<file path="config.mk">
export PLATFORM = sky130hd
export DESIGN_NAME = a64_subset_executor_unit
export DESIGN_NICKNAME = d
export VERILOG_FILES = /design/src/hdl/a64se_pkg.sv /design/src/hdl/a64se_regfile.sv /design/src/hdl/a64se_exec.sv /design/src/hdl/a64_subset_executor_unit.sv
export SDC_FILE = /design/constraint.sdc
export NUM_CORES = 2
export LEC_CHECK = 0
export BUFFER_PORTS_ARGS = -buffer_cell sky130_fd_sc_hd__buf_4
export CAP_MARGIN = 20
export CORE_MARGIN = 2
export CORE_UTILIZATION = 65
export CTS_CLUSTER_DIAMETER = 30
export DETAILED_ROUTE_END_ITERATION = 7
export PLACE_DENSITY = 0.85
export SLEW_MARGIN = 25
export SYNTH_ARGS = -nofsm -noshare
export SYNTH_HDL_FRONTEND = slang
export SYNTH_HIERARCHICAL = 1
export SYNTH_SLANG_ARGS = --single-unit
</file>
<file path="constraint.sdc">
create_clock -name clk -period 19.1 [get_ports clk]
set_clock_uncertainty 0.05 [all_clocks]
set_input_delay 0.955 -clock clk [delete_from_list [all_inputs] [get_ports clk]]
set_output_delay 0.955 -clock clk [all_outputs]
set_load 0.02 [all_outputs]
</file>
<file path="src/hdl/a64se_pkg.sv">
package a64se_pkg;

  // request codes
  localparam logic [1:0] REQ_EXEC  = 2'd0;
  localparam logic [1:0] REQ_WRITE = 2'd1;
  localparam logic [1:0] REQ_READ  = 2'd2;
  localparam logic [1:0] REQ_LDRET = 2'd3;

  // memory request codes
  localparam logic [1:0] MEM_NONE  = 2'd0;
  localparam logic [1:0] MEM_READ  = 2'd1;
  localparam logic [1:0] MEM_WRITE = 2'd2;

  // status codes
  localparam logic [1:0] ST_DONE    = 2'd0;
  localparam logic [1:0] ST_LDWAIT  = 2'd1;
  localparam logic [1:0] ST_IGNORED = 2'd2;

  localparam int unsigned NUM_REGS = 31;
  localparam logic [4:0]  REG_ZERO = 5'd31;
  localparam logic [4:0]  REG_LINK = 5'd30;

  localparam logic [31:0] NOP_WORD = 32'hD503201F;

  typedef struct packed {
    logic [1:0]  req_type;
    logic [31:0] instruction;
    logic [4:0]  reg_index;
    logic [63:0] reg_value;
    logic [31:0] load_data;
  } in_req_t;

  typedef struct packed {
    logic [63:0] next_pc;
    logic [63:0] read_value;
    logic [1:0]  mem_op;
    logic [63:0] mem_address;
    logic [31:0] mem_write_data;
    logic [1:0]  status;
  } out_rsp_t;

  // register file write port
  typedef struct packed {
    logic        en;
    logic [4:0]  addr;
    logic [63:0] data;
  } wb_t;

  // architectural control state kept in flops
  typedef struct packed {
    logic [63:0] pc;
    logic        load_waiting;
    logic [4:0]  load_target;
  } arch_state_t;

endpackage

</file>
<file path="src/hdl/a64se_regfile.sv">
module a64se_regfile (
  input  logic                  clk,
  input  logic                  rst_n,
  input  logic                  rd_en,
  input  logic [4:0]            raddr_a,
  input  logic [4:0]            raddr_b,
  input  a64se_pkg::wb_t        wb,
  output logic [63:0]           rdata_a,
  output logic [63:0]           rdata_b
);

  logic [63:0] regs_r [0:a64se_pkg::NUM_REGS-1];
  logic [a64se_pkg::NUM_REGS-1:0] vld_r;
  logic [63:0] mem_a_r;
  logic [63:0] mem_b_r;
  logic [4:0]  raddr_a_r;
  logic [4:0]  raddr_b_r;
  logic        fwd_vld_r;
  logic [4:0]  fwd_addr_r;
  logic [63:0] fwd_data_r;
  logic        wr_ok;

  assign wr_ok = wb.en && (wb.addr != a64se_pkg::REG_ZERO);

  // storage array, one write and two registered reads
  always_ff @(posedge clk) begin
    if (wr_ok) begin
      regs_r[wb.addr] <= wb.data;
    end
    if (rd_en) begin
      if (raddr_a != a64se_pkg::REG_ZERO) begin
        mem_a_r <= regs_r[raddr_a];
      end
      if (raddr_b != a64se_pkg::REG_ZERO) begin
        mem_b_r <= regs_r[raddr_b];
      end
    end
  end

  always_ff @(posedge clk) begin
    if (!rst_n) begin
      vld_r      <= '0;
      raddr_a_r  <= a64se_pkg::REG_ZERO;
      raddr_b_r  <= a64se_pkg::REG_ZERO;
      fwd_vld_r  <= 1'b0;
      fwd_addr_r <= '0;
    end else begin
      if (rd_en) begin
        raddr_a_r <= raddr_a;
        raddr_b_r <= raddr_b;
      end
      if (wr_ok) begin
        vld_r[wb.addr] <= 1'b1;
        fwd_vld_r      <= 1'b1;
        fwd_addr_r     <= wb.addr;
      end
    end
  end

  always_ff @(posedge clk) begin
    if (wr_ok) begin
      fwd_data_r <= wb.data;
    end
  end

  // a write landing on the read edge is missed by the array; take it from the bypass
  always_comb begin
    rdata_a = '0;
    if (raddr_a_r != a64se_pkg::REG_ZERO) begin
      if (fwd_vld_r && (fwd_addr_r == raddr_a_r)) begin
        rdata_a = fwd_data_r;
      end else if (vld_r[raddr_a_r]) begin
        rdata_a = mem_a_r;
      end
    end
  end

  always_comb begin
    rdata_b = '0;
    if (raddr_b_r != a64se_pkg::REG_ZERO) begin
      if (fwd_vld_r && (fwd_addr_r == raddr_b_r)) begin
        rdata_b = fwd_data_r;
      end else if (vld_r[raddr_b_r]) begin
        rdata_b = mem_b_r;
      end
    end
  end

endmodule

</file>
<file path="src/hdl/a64se_exec.sv">
module a64se_exec (
  input  a64se_pkg::in_req_t      req,
  input  logic [63:0]             rn_val,
  input  logic [63:0]             rd_val,
  input  a64se_pkg::arch_state_t  st,
  output a64se_pkg::out_rsp_t     rsp,
  output a64se_pkg::wb_t          wb,
  output a64se_pkg::arch_state_t  st_nxt
);

  logic [31:0] w;
  logic        sf;
  logic [4:0]  rd;
  logic [63:0] pc_plus4;
  logic [63:0] add_imm;
  logic [63:0] add_res;
  logic [5:0]  mov_sh;
  logic [63:0] mov_val;
  logic [63:0] mov_keep;
  logic [63:0] mov_res;
  logic [63:0] br_off;
  logic [63:0] br_tgt;
  logic [63:0] ls_off;
  logic [63:0] ls_addr;
  logic        is_addsub;
  logic        is_movw;
  logic        mov_ok;
  logic        is_bimm;
  logic        is_breg;
  logic        is_ls;

  assign w        = req.instruction;
  assign sf       = w[31];
  assign rd       = w[4:0];
  assign pc_plus4 = st.pc + 64'd4;

  assign add_imm = (w[23:22] == 2'd1) ? {40'd0, w[21:10], 12'd0} : {52'd0, w[21:10]};
  assign add_res = w[30] ? (rn_val - add_imm) : (rn_val + add_imm);

  assign mov_sh   = {w[22:21], 4'd0};
  assign mov_val  = {48'd0, w[20:5]} << mov_sh;
  assign mov_keep = rd_val & ~(64'hFFFF << mov_sh);
  assign mov_res  = (w[30:29] == 2'd3) ? (mov_val | mov_keep) : mov_val;
  assign mov_ok   = (sf || !w[22]) && w[30];

  assign br_off = {{36{w[25]}}, w[25:0], 2'd0};
  assign br_tgt = st.pc + br_off;

  assign ls_off  = {{55{w[20]}}, w[20:12]};
  assign ls_addr = rn_val + ls_off;

  assign is_addsub = (w[28:26] == 3'd4) && (w[28:24] == 5'h11);
  assign is_movw   = (w[28:26] == 3'd4) && (w[28:23] == 6'h25);
  assign is_bimm   = (w[31:26] == 6'h05) || (w[31:26] == 6'h25);
  assign is_breg   = (w[31:25] == 7'h6B) && ((w[24:21] == 4'd0) || (w[24:21] == 4'd2))
                     && (w[20:16] == 5'h1F) && (w[15:10] == 6'd0) && (rd == 5'd0);
  assign is_ls     = (w[31:27] == 5'b10111) && !w[25];

  always_comb begin
    rsp            = '0;
    rsp.next_pc    = st.pc;
    rsp.mem_op     = a64se_pkg::MEM_NONE;
    rsp.status     = a64se_pkg::ST_DONE;
    wb             = '0;
    st_nxt         = st;

    if (st.load_waiting != (req.req_type == a64se_pkg::REQ_LDRET)) begin
      rsp.status = a64se_pkg::ST_IGNORED;
    end else begin
      unique case (req.req_type)
        a64se_pkg::REQ_LDRET: begin
          wb.en               = 1'b1;
          wb.addr             = st.load_target;
          wb.data             = {32'd0, req.load_data};
          st_nxt.load_waiting = 1'b0;
        end
        a64se_pkg::REQ_WRITE: begin
          wb.en   = 1'b1;
          wb.addr = req.reg_index;
          wb.data = req.reg_value;
        end
        a64se_pkg::REQ_READ: begin
          rsp.read_value = rn_val;
        end
        default: begin
          st_nxt.pc = pc_plus4;
          if (w == a64se_pkg::NOP_WORD) begin
            st_nxt.pc = pc_plus4;
          end else if (is_addsub) begin
            wb.en   = 1'b1;
            wb.addr = rd;
            wb.data = sf ? add_res : {32'd0, add_res[31:0]};
          end else if (is_movw) begin
            if (mov_ok) begin
              wb.en   = 1'b1;
              wb.addr = rd;
              wb.data = sf ? mov_res : {32'd0, mov_res[31:0]};
            end
          end else if (is_bimm) begin
            st_nxt.pc = br_tgt;
            if (w[31]) begin
              wb.en   = 1'b1;
              wb.addr = a64se_pkg::REG_LINK;
              wb.data = pc_plus4;
            end
          end else if (is_breg) begin
            st_nxt.pc = rn_val;
          end else if (is_ls) begin
            if (w[23:22] == 2'd1) begin
              rsp.mem_op          = a64se_pkg::MEM_READ;
              rsp.mem_address     = ls_addr;
              rsp.status          = a64se_pkg::ST_LDWAIT;
              st_nxt.load_waiting = 1'b1;
              st_nxt.load_target  = rd;
            end else if (w[23:22] == 2'd0) begin
              rsp.mem_op         = a64se_pkg::MEM_WRITE;
              rsp.mem_address    = ls_addr;
              rsp.mem_write_data = rd_val[31:0];
            end
          end
          rsp.next_pc = st_nxt.pc;
        end
      endcase
    end
    if (wb.addr == a64se_pkg::REG_ZERO) begin
      wb.en = 1'b0;
    end
  end

endmodule

</file>
<file path="src/hdl/a64_subset_executor_unit.sv">
// Executes a small integer subset of A64, one request per item, and answers every
// request with one response. Throughput is one request per cycle while out_stall is low,
// with no bubbles for dependent instructions; an accepted request waits in stage 1 and
// its response is registered into the output register when stage 1 advances, which
// out_stall can hold off. The 31 general
// registers live in a synchronous array with two registered read ports
// (Rn and Rt/Rd); a one-entry bypass covers the write that lands on the same edge as
// a read, so a request may use the result of the one right before it. PC, the
// pending-load flag and the load target sit in flops. A load returns status
// "load waiting" and blocks every request except a load-data return until that
// return arrives; out-of-order requests are answered as ignored. Register 31 reads
// as zero and drops writes. Reset clears all registers through per-entry valid bits,
// so the block is ready as soon as reset releases; in_stall is held during reset.
module a64_subset_executor_unit (
  input  logic                  clk,
  input  logic                  rst_n,
  input  logic                  in_valid,
  output logic                  in_stall,
  input  a64se_pkg::in_req_t    in_req,
  output logic                  out_valid,
  input  logic                  out_stall,
  output a64se_pkg::out_rsp_t   out_rsp
);

  // stage 1 holds the accepted request while the array read completes
  logic                   s1_vld_r;
  a64se_pkg::in_req_t     s1_req_r;
  logic                   s1_adv;
  logic                   in_acc;

  a64se_pkg::arch_state_t st_r;
  a64se_pkg::arch_state_t st_nxt;

  logic                   out_vld_r;
  a64se_pkg::out_rsp_t    out_rsp_r;
  a64se_pkg::out_rsp_t    rsp;
  a64se_pkg::wb_t         wb;
  a64se_pkg::wb_t         wb_gated;

  logic [4:0]             raddr_a;
  logic [63:0]            rn_val;
  logic [63:0]            rd_val;

  // stage 1 moves into the output register when that register is empty or draining
  assign s1_adv   = s1_vld_r && (!out_vld_r || !out_stall);
  assign in_stall = !rst_n || (s1_vld_r && !s1_adv);
  assign in_acc   = in_valid && !in_stall;

  // port A carries Rn for instructions and the index for register reads
  assign raddr_a = (in_req.req_type == a64se_pkg::REQ_READ) ? in_req.reg_index
                                                             : in_req.instruction[9:5];

  // writeback only when the request actually retires
  always_comb begin
    wb_gated    = wb;
    wb_gated.en = wb.en && s1_adv;
  end

  a64se_regfile u_regfile (
    .clk     (clk),
    .rst_n   (rst_n),
    .rd_en   (in_acc),
    .raddr_a (raddr_a),
    .raddr_b (in_req.instruction[4:0]),
    .wb      (wb_gated),
    .rdata_a (rn_val),
    .rdata_b (rd_val)
  );

  a64se_exec u_exec (
    .req    (s1_req_r),
    .rn_val (rn_val),
    .rd_val (rd_val),
    .st     (st_r),
    .rsp    (rsp),
    .wb     (wb),
    .st_nxt (st_nxt)
  );

  always_ff @(posedge clk) begin
    if (!rst_n) begin
      s1_vld_r  <= 1'b0;
      out_vld_r <= 1'b0;
      st_r      <= '0;
    end else begin
      if (in_acc) begin
        s1_vld_r <= 1'b1;
      end else if (s1_adv) begin
        s1_vld_r <= 1'b0;
      end
      if (s1_adv) begin
        out_vld_r <= 1'b1;
        st_r      <= st_nxt;
      end else if (!out_stall) begin
        out_vld_r <= 1'b0;
      end
    end
  end

  // payload registers
  always_ff @(posedge clk) begin
    if (in_acc) begin
      s1_req_r <= in_req;
    end
    if (s1_adv) begin
      out_rsp_r <= rsp;
    end
  end

  assign out_valid = out_vld_r;
  assign out_rsp   = out_rsp_r;

endmodule
</file>
==> results.py, run 1 <==
metrics = {
    "global_route": {
        "grt_max_degree": 151,
        "antenna_found_initial": 155,
        "overflow": 18,
        "track_usage_pct": 77.7,
    },
    "place": {
        "gp_congestion": 1.09,
        "dpl_cell_area_um2": 144000,
        "place_ws_ns": 11.20,
        "dp_hpwl_mm": 366,
        "port_buffers": 368,
        "dp_cells": 11800,
    },
    "outcome": {
        "stop_stage": "5_1_grt",
        "outcome": "did not finish",
        "error": "[ERROR GRT-0232] Routing congestion too high. Check the congestion heatmap in the GUI.",
    },
    "floorplanning": {
        "dieHeight_um": 465,
        "ios": 369,
        "initial_core_util_pct": 65.3,
        "placement_rows": 169,
        "die_w_um": 465,
    },
    "synthesis": {
        "synthTopCellsByCount": "edfxtp_1 (2539), mux4_2 (1164), nand2_1 (604), clkbuf_1 (476), o21ai_0 (415)",
        "ys_types": 100,
        "synth_edf_count": 2539,
        "ys_warn_count": 6,
        "syn_avg_cell_area_um2": 15.2,
        "syn-num-nets": 9434,
        "async_flop_share_pct": 0,
        "syn_inst": 9097,
        "synthTopCellsByArea": "edfxtp_1 (55%), mux4_2 (19%), ha_1 (1.8%)",
        "synth-main-ff-cell": "edfxtp_1",
        "synth_top_area_share_pct": 55.1,
        "yosysSeqAreaShare_pct": 56.9,
        "synth_top_area_cell": "edfxtp_1",
        "ys_seq_elements": 2658,
        "netlist_area_um2": 138000,
        "yosysMostFrequentCell": "edfxtp_1",
    },
    "clocking": {
        "cts_root_buf": "clkbuf_16",
        "hold_buffers": 0,
        "cts_num_sinks": 2658,
        "clock_path_buffers": 4,
        "cts_htree_levels": 5,
        "post_cts_resize_count": 0,
        "numCtsBuffers": 472,
        "cts_setup_buffers": 0,
    },
}
[through the flow]
step	hold WS, ns	util [%]
2_1_floorplan	0.384	-
3_3_place_gp	0.409	67.8
3_5_place_dp	0.425	67.9
4_1_cts	0.0639	75.4
[kinds of logic after synthesis]
| logic type | after synthesis | synth area share, % |
|---|---|---|
| multiplexers | 1530 | 21.7 |
| AND/OR/NAND/NOR | 1763 | 6.28 |
| AO/OA/AOI/OAI | 1819 | 8.81 |
| XOR/XNOR | 234 | 1.49 |
| buffers and inverters | 895 | 3.03 |
| adder cells (fa/ha/maj) | 198 | 1.81 |
| flip-flops | 2658 | 56.9 |
[metal layers]
layer	GRT overflow	GRT usage (%)
met4	2	70.9
met3	9	67.2
met2	4	90.4
met5	0	49.4
met1	3	78.8
==> run 2, diff against run 1 <==
--- a/config.mk
+++ b/config.mk
@@ -8,10 +8,9 @@
 export BUFFER_PORTS_ARGS = -buffer_cell sky130_fd_sc_hd__buf_4
 export CAP_MARGIN = 20
 export CORE_MARGIN = 2
-export CORE_UTILIZATION = 65
-export CTS_CLUSTER_DIAMETER = 30
+export CORE_UTILIZATION = 40
 export DETAILED_ROUTE_END_ITERATION = 7
-export PLACE_DENSITY = 0.85
+export PLACE_DENSITY_LB_ADDON = 0.15
 export SLEW_MARGIN = 25
 export SYNTH_ARGS = -nofsm -noshare
 export SYNTH_HDL_FRONTEND = slang
==> run 2 against run 1 <==
Net effect: the run now ends clean; synthesized cell count stayed put; area after synthesis unchanged.
==> results.py, run 2 <==
metrics = {
    "cells_and_area": {
        "layout_commonest_cell": "edfxtp_1",
        "regMostFlops": "u_regfile/regs_r",
        "multi_input_area_um2": 56300,
        "fin_nets": 9597,
        "mostFrequentLayoutCells": "edfxtp_1 (2539), mux4_2 (1164), buf_4 (639), nand2_1 (601), o21ai_0 (396)",
        "largest_reg_flops": 1984,
        "drive_gt1_share_pct": 27.5,
        "ff_latch_area_um2": 78600,
        "syn_to_final_growth_pct": 12.8,
        "fin_util_pct": 45.4,
        "fill_cells": 29800,
    },
    "sta": {
        "fmaxAchievable_ghz": 0.136,
        "finalHoldViolations": 0,
        "slew_viol_final": 0,
        "max-slew-margin-rel_pct": 18.3,
        "rsz0062_at_grt": "no",
        "finalSetupTns_ns": 0,
        "fin_crit_ns": 7.38,
        "fin_crit_sh_pct": 38.6,
        "worst_pin_slew_ns": 1.23,
        "setup_viol": 0,
    },
    "floorplanning": {
        "dieHeight_um": 592,
        "ios": 369,
        "placement_rows": 215,
        "dieArea_um2": 350000,
        "die_w_um": 592,
        "initial_core_util_pct": 40.3,
        "coreArea_um2": 344000,
    },
    "worst_hold_path": {
        "worstHoldPathType": "input port to register",
        "min_to": "s1_req_r[54]",
        "hold_depth": 1,
        "holdCritStartpoint": "in_req[54]",
    },
    "route": {
        "drtPass1Iterations": 8,
        "drc": 0,
        "drt_iter0_markers": 12400,
        "drt-total-wl_mm": 522,
        "vias": 92600,
        "antenna_left": 0,
        "vias_per_cell": 6.58,
        "wire_per_inst_um": 37.1,
    },
    "clocking": {
        "clock_path_buffers": 4,
        "cts_num_sinks": 2658,
        "numCtsBuffers": 299,
        "cts_setup_buffers": 0,
        "cts_tree": "done",
        "insertion_delay_ns": 0.96,
        "clk_pin_slew_ns": 0.06,
        "hold_buffers": 0,
        "post_cts_resize_count": 0,
        "cts_htree_levels": 5,
        "cts_root_buf": "clkbuf_16",
    },
    "synthesis": {
        "synthTopCellsByArea": "edfxtp_1 (55%), mux4_2 (19%), ha_1 (1.8%)",
        "synthTopCellsByCount": "edfxtp_1 (2539), mux4_2 (1164), nand2_1 (604), clkbuf_1 (476), o21ai_0 (415)",
        "ys_types": 100,
        "yosysMostFrequentCell": "edfxtp_1",
        "syn-num-nets": 9434,
        "syn_avg_cell_area_um2": 15.2,
        "syn_inst": 9097,
        "ys_warn_count": 6,
        "netlist_area_um2": 138000,
        "synth_top_area_share_pct": 55.1,
        "synth_top_area_cell": "edfxtp_1",
        "async_flop_share_pct": 0,
        "synth-main-ff-cell": "edfxtp_1",
        "ys_seq_elements": 2658,
        "synth_edf_count": 2539,
        "yosysSeqAreaShare_pct": 56.9,
    },
    "place": {
        "dp_hpwl_mm": 334,
        "gp_congestion": 0.980,
        "port_buffers": 368,
    },
    "global_route": {
        "grt_pass1_wl_mm": 720,
        "grt_pass1_vias": 90300,
        "overflow": 0,
        "track_usage_pct": 29.2,
        "grt_max_degree": 126,
        "antenna_found_initial": 50,
    },
    "worst_setup_path": {
        "path_class": "register to register",
        "r2r_end": "out_rsp[82]",
        "cp_max_fo": 64,
        "reg2reg_slack_ns": 11.72,
        "r2r-start": "u_regfile/raddr_a_r[0]",
        "critPathCaptureType": "register",
        "critPathLaunch": "u_regfile/raddr_a_r[0]",
        "startpoint_type": "register",
        "required_ns": 19.67,
        "r2r_cells": 17,
        "critical_path_arrival_ns": 7.95,
    },
    "power": {
        "total_power_uw": 13500,
        "power.density_nw_per_um2": 86.7,
        "peakVddDrop_v": 0.0000630,
        "power.leakage_uw": 0.0533,
    },
    "outcome": {
        "outcome": "complete, no violations",
    },
    "run": {
        "maxCapViolations": 0,
    },
}
## run 2: cell counts after synthesis
No cell type changed its count.
## run 2: stage by stage
step,hold slack [ns],setup WS [ns],std cells,cell area [um^2]
global placement,0.405,11.73,13500,146000
floorplan,0.384,11.48,9097,138000
detailed placement,0.419,11.63,13500,146000
finish,0.121,11.72,14100,156000
global route,0.102,11.35,14100,156000
CTS,0.0519,11.55,14000,156000
## run 2: area by class of cell
cell class	instances	area share, %
sequential	2658	50.4
timing repair buffer	671	3.47
tap	4557	3.66
antenna	19	0.0305
clock inverter	169	0.958
inverter	86	0.208
multi-input combinational	5544	36.1
clock buffer	369	5.15
## run 2: metal layers
metal	GRT usage, %	routed length, um	up-vias
li1	-	-	37600
met1	41.1	216000	49100
met2	45.8	239000	5064
met3	4.94	46100	846
met4	10.5	20400	12
met5	0	72	-
## run 2: cells by family (layout without fill, tap and decap cells)
family | count (synthesis) | in the layout | share of synthesized area, %
AO/OA/AOI/OAI | 1819 | 1819 | 8.81
multiplexers | 1530 | 1530 | 21.7
flip-flops | 2658 | 2658 | 56.9
XOR/XNOR | 234 | 234 | 1.49
buffers and inverters | 895 | 1295 | 3.03
AND/OR/NAND/NOR | 1763 | 1763 | 6.28
other | 0 | 19 | 0
adder cells (fa/ha/maj) | 198 | 198 | 1.81
## run 2: worst max-delay path: stages (launching register included)
cell,delay (ns)
dfxtp_1,0.75
mux4_2,0.60
a22o_1,0.26
a41oi_4,0.19
buf_4,0.60
o221ai_1,0.40
ha_1,0.37
fa_1,0.44
a211oi_1,0.42
o21bai_1,0.22
o211ai_1,0.32
a31oi_1,0.31
o31ai_1,0.76
a21oi_1,0.33
a221oi_1,0.58
o21ai_0,0.19
xnor2_1,0.19
nor2_1,0.06
## run 2: how the worst max path moves through the flow
stage / end / slack [ns] / cells past startpoint
after floorplan: u_regfile/regs_r[19][0] / 11.48 / 11
after CTS: u_regfile/regs_r[26][54] / 11.55 / 20
final: out_rsp[82] / 11.72 / 17
after global routing: u_regfile/regs_r[15][54] / 11.35 / 20
after global placement: u_regfile/regs_r[12][54] / 11.73 / 20
after detailed placement: u_regfile/regs_r[7][54] / 11.63 / 20
## run 2: report_power, final
part           internal [uW]  total (uW)  switching [uW]  leakage, uW
Clock                   3240        5700            2450      0.00465
Sequential              6440        6490            54.9       0.0263
Combinational            517        1330             814       0.0224
Total                  10200       13500            3320       0.0533
Note: power is estimated with default switching activity, not from simulation.
